File: config.mk
export PLATFORM = sky130hd
export DESIGN_NAME = rfitf_ctrl
export DESIGN_NICKNAME = d
export VERILOG_FILES = /design/src/hdl/rfitf_pkg.sv /design/src/hdl/rfitf_ctrl.sv
export VERILOG_INCLUDE_DIRS = /design/src /design/src/hdl
export SDC_FILE = /design/constraint.sdc
export NUM_CORES = 1
export LEC_CHECK = 0
export BUFFER_PORTS_ARGS = -buffer_cell sky130_fd_sc_hd__buf_2
export CORE_ASPECT_RATIO = 0.6
export CORE_MARGIN = 8
export CORE_UTILIZATION = 29
export CTS_BUF_LIST = sky130_fd_sc_hd__clkbuf_4
export DETAILED_ROUTE_END_ITERATION = 12
export SLEW_MARGIN = 20
export SYNTH_ARGS = -nofsm -noshare
export SYNTH_HDL_FRONTEND = slang
export SYNTH_SLANG_ARGS = --single-unit
File: constraint.sdc
create_clock -name clk_i -period 4.45 [get_ports clk_i]
set_clock_uncertainty 0.2 [all_clocks]
set_input_delay 0.89 -clock clk_i [delete_from_list [all_inputs] [get_ports clk_i]]
set_output_delay 0.89 -clock clk_i [all_outputs]
set_load 0.1 [all_outputs]
File: src/hdl/rx_fifo_idle_timeout_framer_core_defines.svh
// Assertion helpers used by the framer controller RTL.
// Both expect clk_i and rst_ni in scope.
`ifndef RX_FIFO_IDLE_TIMEOUT_FRAMER_CORE_DEFINES_SVH
`define RX_FIFO_IDLE_TIMEOUT_FRAMER_CORE_DEFINES_SVH

// Same-cycle implication.
`define RFITF_ASSERT_IMP(label, ante, cons, msg) \
  label: assert property (@(posedge clk_i) disable iff (!rst_ni) (ante) |-> (cons)) \
    else $error(msg);

// Next-cycle implication.
`define RFITF_ASSERT_NXT(label, ante, cons, msg) \
  label: assert property (@(posedge clk_i) disable iff (!rst_ni) (ante) |=> (cons)) \
    else $error(msg);

`endif

File: src/hdl/rfitf_pkg.sv
`timescale 1ns / 1ps
`default_nettype none

package rfitf_pkg;

  localparam int unsigned FIFO_DEPTH_DEF = 8192;
  localparam int unsigned MAX_BURST_DEF  = 64;

  localparam int unsigned DATA_W     = 8;
  localparam int unsigned CMD_W      = 2;
  localparam int unsigned SPACE_W    = 7;
  localparam int unsigned TMR_W      = 16;
  localparam int unsigned THR_W      = 14;
  localparam int unsigned CFG_IDX_W  = 1;
  localparam int unsigned CFG_DATA_W = 16;

  localparam logic [TMR_W-1:0] BREAK_TIME_RST = 16'd15;
  localparam logic [THR_W-1:0] FLUSH_THR_RST  = 14'd1500;

  // Request commands
  localparam logic [CMD_W-1:0] CMD_PUSH = 2'd0;
  localparam logic [CMD_W-1:0] CMD_TICK = 2'd1;
  localparam logic [CMD_W-1:0] CMD_POLL = 2'd2;

  // Register indexes
  localparam logic [CFG_IDX_W-1:0] REG_BREAK_TIME = 1'b0;
  localparam logic [CFG_IDX_W-1:0] REG_FLUSH_THR  = 1'b1;

  typedef struct packed {
    logic [TMR_W-1:0] break_time;
    logic [THR_W-1:0] flush_thr;
  } rfitf_cfg_t;

  typedef struct packed {
    logic              load;
    logic [DATA_W-1:0] data;
    logic              last;
  } rfitf_out_t;

endpackage

`default_nettype wire

File: src/hdl/rfitf_ctrl.sv
`timescale 1ns / 1ps
`default_nettype none
`include "rx_fifo_idle_timeout_framer_core_defines.svh"

module rfitf_ctrl import rfitf_pkg::*; #(
  parameter int unsigned FIFO_DEPTH = FIFO_DEPTH_DEF,
  parameter int unsigned MAX_BURST  = MAX_BURST_DEF,
  localparam int unsigned AW    = $clog2(FIFO_DEPTH),
  localparam int unsigned CNT_W = $clog2(FIFO_DEPTH + 1)
) (
  input  wire logic               clk_i,
  input  wire logic               rst_ni,
  input  wire logic               in_valid_i,
  output      logic               in_stall_o,
  input  wire logic [CMD_W-1:0]   cmd_i,
  input  wire logic [DATA_W-1:0]  data_byte_i,
  input  wire logic [SPACE_W-1:0] sink_space_i,
  input  wire rfitf_cfg_t         cfg_i,
  input  wire logic               out_free_i,
  output      rfitf_out_t         out_req_o,
  output      logic               mem_we_o,
  output      logic [AW-1:0]      mem_waddr_o,
  output      logic [DATA_W-1:0]  mem_wdata_o,
  output      logic               mem_re_o,
  output      logic [AW-1:0]      mem_raddr_o,
  input  wire logic [DATA_W-1:0]  mem_rdata_i
);

  localparam int unsigned CMP_W = (CNT_W > TMR_W) ? CNT_W : TMR_W;

  localparam logic [2:0] S_IDLE = 3'd0;
  localparam logic [2:0] S_THR  = 3'd1;  // fill below threshold?
  localparam logic [2:0] S_REM  = 3'd2;  // fill grown since remembered fill?
  localparam logic [2:0] S_TMR  = 3'd3;  // timer past break time?
  localparam logic [2:0] S_LIM  = 3'd4;  // burst = min(space, cap, fill)
  localparam logic [2:0] S_OUT  = 3'd5;  // drain one byte per cycle while output is free

  logic [2:0]         state_q, state_d;
  logic [AW-1:0]      wr_idx_q, wr_idx_d;
  logic [AW-1:0]      rd_idx_q, rd_idx_d;
  logic [CNT_W-1:0]   fill_q, fill_d;
  logic [CNT_W-1:0]   rem_q, rem_d;
  logic [TMR_W-1:0]   timer_q, timer_d;
  logic [SPACE_W-1:0] space_q, space_d;
  logic [SPACE_W-1:0] cnt_q, cnt_d;

  logic [CMP_W-1:0]   cmp_a, cmp_b;
  logic               cmp_lt;
  logic [SPACE_W-1:0] cap_space;
  logic [SPACE_W-1:0] burst_n;
  logic               accept;
  logic               last_byte;

  function automatic logic [AW-1:0] adv(input logic [AW-1:0] idx);
    if (idx == AW'(FIFO_DEPTH - 1)) begin
      return '0;
    end
    return idx + AW'(1);
  endfunction

  // Shared comparator, operands picked by the sequencer step
  always_comb begin
    cmp_a = '0;
    cmp_b = '0;
    case (state_q)
      S_THR: begin
        cmp_a = CMP_W'(fill_q);
        cmp_b = CMP_W'(cfg_i.flush_thr);
      end
      S_REM: begin
        cmp_a = CMP_W'(rem_q);
        cmp_b = CMP_W'(fill_q);
      end
      S_TMR: begin
        cmp_a = CMP_W'(cfg_i.break_time);
        cmp_b = CMP_W'(timer_q);
      end
      S_LIM: begin
        cmp_a = CMP_W'(fill_q);
        cmp_b = CMP_W'(cap_space);
      end
      default: begin
      end
    endcase
  end

  assign cmp_lt    = (cmp_a < cmp_b);
  assign cap_space = (space_q > SPACE_W'(MAX_BURST)) ? SPACE_W'(MAX_BURST) : space_q;
  // fill below cap means fill fits in the burst counter
  assign burst_n   = cmp_lt ? SPACE_W'(fill_q) : cap_space;
  assign accept    = in_valid_i && (state_q == S_IDLE);
  assign last_byte = (cnt_q == SPACE_W'(1));

  assign in_stall_o  = (state_q != S_IDLE);
  assign mem_waddr_o = wr_idx_q;
  assign mem_wdata_o = data_byte_i;
  assign mem_raddr_o = rd_idx_q;

  always_comb begin
    state_d   = state_q;
    wr_idx_d  = wr_idx_q;
    rd_idx_d  = rd_idx_q;
    fill_d    = fill_q;
    rem_d     = rem_q;
    timer_d   = timer_q;
    space_d   = space_q;
    cnt_d     = cnt_q;
    mem_we_o  = 1'b0;
    mem_re_o  = 1'b0;
    out_req_o = '{load: 1'b0, data: mem_rdata_i, last: last_byte};

    case (state_q)
      S_IDLE: begin
        if (accept) begin
          case (cmd_i)
            CMD_PUSH: begin
              if (fill_q != CNT_W'(FIFO_DEPTH)) begin
                mem_we_o = 1'b1;
                wr_idx_d = adv(wr_idx_q);
                fill_d   = fill_q + CNT_W'(1);
              end
            end
            CMD_TICK: begin
              if (timer_q != '1) begin
                timer_d = timer_q + TMR_W'(1);
              end
            end
            CMD_POLL: begin
              space_d = sink_space_i;
              if (fill_q != '0) begin
                state_d = S_THR;
              end
            end
            default: begin
            end
          endcase
        end
      end
      S_THR: begin
        state_d = cmp_lt ? S_REM : S_LIM;
      end
      S_REM: begin
        if (cmp_lt) begin
          timer_d = '0;
          rem_d   = fill_q;
          state_d = S_IDLE;
        end else begin
          state_d = S_TMR;
        end
      end
      S_TMR: begin
        state_d = cmp_lt ? S_LIM : S_IDLE;
      end
      S_LIM: begin
        cnt_d = burst_n;
        if (burst_n == '0) begin
          // flush with nothing to send still restarts the timer
          timer_d = '0;
          rem_d   = fill_q;
          state_d = S_IDLE;
        end else begin
          mem_re_o = 1'b1;
          rd_idx_d = adv(rd_idx_q);
          state_d  = S_OUT;
        end
      end
      S_OUT: begin
        if (out_free_i) begin
          out_req_o.load = 1'b1;
          fill_d         = fill_q - CNT_W'(1);
          cnt_d          = cnt_q - SPACE_W'(1);
          if (last_byte) begin
            timer_d = '0;
            rem_d   = fill_q - CNT_W'(1);
            state_d = S_IDLE;
          end else begin
            // fetch the next byte while this one goes out
            mem_re_o = 1'b1;
            rd_idx_d = adv(rd_idx_q);
          end
        end
      end
      default: begin
        state_d = S_IDLE;
      end
    endcase
  end

  always_ff @(posedge clk_i or negedge rst_ni) begin
    if (!rst_ni) begin
      state_q  <= S_IDLE;
      wr_idx_q <= '0;
      rd_idx_q <= '0;
      fill_q   <= '0;
      rem_q    <= '0;
      timer_q  <= '0;
      space_q  <= '0;
      cnt_q    <= '0;
    end else begin
      state_q  <= state_d;
      wr_idx_q <= wr_idx_d;
      rd_idx_q <= rd_idx_d;
      fill_q   <= fill_d;
      rem_q    <= rem_d;
      timer_q  <= timer_d;
      space_q  <= space_d;
      cnt_q    <= cnt_d;
    end
  end

  `RFITF_ASSERT_IMP(a_fill_bound, 1'b1, fill_q <= CNT_W'(FIFO_DEPTH), "fill exceeds depth")
  `RFITF_ASSERT_IMP(a_load_free, out_req_o.load, out_free_i, "load into busy output")
  `RFITF_ASSERT_IMP(a_drain_cnt, state_q == S_OUT, cnt_q != '0 && CNT_W'(cnt_q) <= fill_q, "bad drain count")
  `RFITF_ASSERT_NXT(a_flush_end, out_req_o.load && out_req_o.last, state_q == S_IDLE && rem_q == fill_q && timer_q == '0, "flush end bookkeeping")

endmodule

`default_nettype wire

==> key figures <==
Finish
  • Area of the multi-input gates: between 3000 and 4000 sq um
  • Synth-to-layout area growth: 17.68%
  • Number of diodes: 0
  • Register Area: between 2000 and 2500 sq um
  • Layout fillers: 2186
  • Share of cells above drive strength 1: a little under a quarter
  • Fin nets: 855
  • Most frequent cells in the layout: 85 x dfrtp_1, 78 x nand2_1, 71 x buf_2
  • Post-route core utilization: 34.55%
  • Most common cell after layout, fill and taps aside: dfrtp_1

Critical path
  • Crit end category: output port
  • CP max stage cell: dfrtp_2
  • Max FO, Critical Path: 14
  • Arrival @ worst endpoint: 3330 ps
  • Startpoint type of the worst setup path: register
  • Worst-path cell chain: buf_12 -> nor2b_4 -> buf_6 -> nand2_1 -> o21ai_1 -> nand2_1 -> ha_1 -> a21oi_2 -> o21a_1 -> o311ai_2 -> o2111a_2 -> nor4_4 -> nor2_4 -> buf_12
  • Worst path max stage delay: 470 ps
  • CP required: 3360 ps
  • Setup CP Type: register to output port

Floorplanning
  • I/O pin cnt: approximately 110
  • Core Region: 20830 sq um
  • Die area: 26140 sq um
  • Die width: 203.5 microns
  • Die Ht: around 130 microns
  • # rows: 41
  • Initial Util: 29.36%

Power
  • Sw Pwr: 2.856 mW
  • Clock share of power: 9.4%
  • Internal power: around 2.7 mW
  • Power consumption: 5.520 mW
  • Power density cells: 767.1 nW/um^2
  • Combinational power share: roughly two thirds
  • Worst IR Drop VDD: 388.8 uV
  • Flop pwr share: roughly 26%
  • Leak Pwr: 3.218 nW
  • Switching share of total power: 51.73%

Clock tree
  • Cts bufs inserted: 9
  • CTS tree: built
  • Clock-pin slew on the worst setup and hold paths: 140 ps
  • Sink Count: 87
  • Worst-Skew Late Latency: just under 500 ps
  • Clock buffer depth: 2
  • CTS Hold Bufs: 0
  • Root Driver: clkbuf_4
  • H-tree levels: 3

Timing
  • Final slew viol count: 0
  • Setup TNS Final: 0 ps
  • Final WS setup: between 30 and 40 ps
  • Hold Fails Final Rpt: 0
  • Unrepaired setup endpoints after global routing: yes
  • Period utilization: 99.31%
  • Worst-margin pin slew: 665.8 ps
  • Max_slew headroom: 55.45%
  • F_max: 226.3 MHz
  • Final setup violation count: 0
  • Min Clock Period, post-route: 4419 ps

Hold path
  • Worst hold path class: input port to async pin

Placed design
  • Dpl ws: 33.30 ps
  • Buffers on Ports: 73
  • Detailed Place HPWL: about 15000 microns
  • RD Place Congestion: 1.002

Drt
  • Via count: 5585
  • DRT Pass-1 Iters: 5
  • Starting DRT DRC Count: 480
  • Total wire length: just under 20000 microns
  • Antenna viol nets, final: 0
  • WL/cell: roughly 18 microns
  • Vias per cell: roughly 5.3
  • Detailed-route DRC error count: 0

Global routing
  • Vias in the first global route: about 5200
  • Initial antenna violation count: 0
  • GRT Overall Usage: 14.71%
  • Largest net degree at the start of global routing: 32
  • Global route overflow: 0
  • Global-route wire length before repair: 30370 microns

Synth
  • Post-Syn Area: between 6000 and 7000 sq um
  • Largest family of logic cells by synthesized area: simple AND/OR/NAND/NOR gates
  • Number of synthesized register bits: 87
  • Post-synth EDFFs: 0
  • Compound-cell area share of the yosys netlist: 17.15%
  • Cells after Synth: 700
  • Mux cell area share after synthesis: under 10%
  • Xor/xnor share of the synthesized area: 5.157%
  • Synth Area in Simple Gates: 21.14%
  • Syn avg cell area: 8.735 sq um
  • Top FF cell, synth: dfrtp_1
  • Mapped Nets: 784
  • Adder-Cell Fraction of Synth Area: just over 5%
  • Post-synth ARST share: 100.0%
  • Yosys cell types: 63
  • Ys Warns: 0
  • Register area share after synthesis: between 30 and 40%

Run status
  • Status: complete, no violations

Flow run
  • Max Cap Viol: 0
worst paths after layout:
kind                                              from                          end  depth (start not counted)  slack [ps]
max reg2reg                     state_q[2]$_DFFE_PN0P_         rem_q[3]$_DFFE_PN0P_                         11         390
max                             state_q[0]$_DFFE_PN0P_                     mem_re_o                         14          30
min reg2reg                mem_raddr_o[10]$_DFFE_PN0P_  mem_raddr_o[10]$_DFFE_PN0P_                          1         290
min                                             rst_ni   mem_raddr_o[8]$_DFFE_PN0P_                          1         110
min in group clk_i         mem_raddr_o[10]$_DFFE_PN0P_  mem_raddr_o[10]$_DFFE_PN0P_                          1         290
max in group asynchronous                       rst_ni        rem_q[10]$_DFFE_PN0P_                          2        3140
timing repair:
item,4_1_cts,5_1_grt
gates resized for setup,24,15
cloned,0,1
pin swaps,12,10
setup endpoints to repair,1,1
setup buffers,3,7
logic make-up after synthesis:
kind of cell,count (synthesis)
adders and majority gates,25
buffers and inverters,77
xor gates and xnor gates,36
and+or+nand+nor,260
DFF,87
AOI/OAI and AO/OA,164
muxes,51
critical path, delay by kind of cell (launching register included):
family,cells,cell delay (ps)
and+or+nand+nor,5,640
DFF,1,470
adders and majority gates,1,310
buffers and inverters,3,470
AOI/OAI and AO/OA,5,930
through the flow:
stage	instance area (sq um)	hold WS, ps	std cells
2_1_floorplan	6128	263.5	700
3_3_place_gp	6779	271.6	1029
3_5_place_dp	6779	277.9	1029
4_1_cts	7033	117.2	1045
5_1_grt	7196	112.2	1053
6_report	7196	110.8	1053
state kept, by name, summed over array words and instances, names as in the netlist:
register and cells:
fill_q 14, timer_q 16, space_q 7, mem_raddr_o 13
cnt_q 7, state_q 3, mem_waddr_o 13, rem_q 14
synthesized netlist by cell type, types with 20 or more instances:
library cell / number / share of area (%)
xnor2_1: 20 / 2.9
clkbuf_1: 30 / 1.8
mux2i_1: 30 / 4.9
nor2_1: 43 / 2.6
nand2_1: 78 / 4.8
o31ai_1: 21 / 2.6
nand3_1: 44 / 3.6
o21ai_0: 38 / 3.1
and3_1: 21 / 2.1
a21oi_1: 39 / 3.2
ha_1: 25 / 5.1
dfrtp_1: 87 / 36
metal layers:
| layer | track usage (%) | wire length (microns) |
|---|---|---|
| met1 | 23.24 | 10220 |
| met2 | 19.02 | 7613 |
| met3 | 4.694 | 1541 |
| met4 | 1.827 | 80 |
| met5 | 0 | 0 |
final cells by class:
| cell class | instances | area share (%) |
|---|---|---|
| Multi-Input combinational cell | 536 | 50.65 |
| Sequential cell | 87 | 30.29 |
| Timing Repair Buffer | 118 | 11.09 |
| Tap cell | 279 | 4.851 |
| Inverter | 19 | 1.061 |
| Clock buffer | 10 | 1.043 |
| Clock inverter | 4 | 1.009 |
power by group through the flow:
stage / Clock, mW / Combinational (mW) / Sequential (mW)
after global routing: 0.570 / 3.84 / 1.46
after floorplan: 0 / 2.30 / 1.46
after CTS: 0.533 / 3.40 / 1.40
after detailed placement: 0 / 3.20 / 1.41
final: 0.519 / 3.58 / 1.43
after global placement: 0 / 3.18 / 1.41
Note: power is estimated with default switching activity, not from simulation.
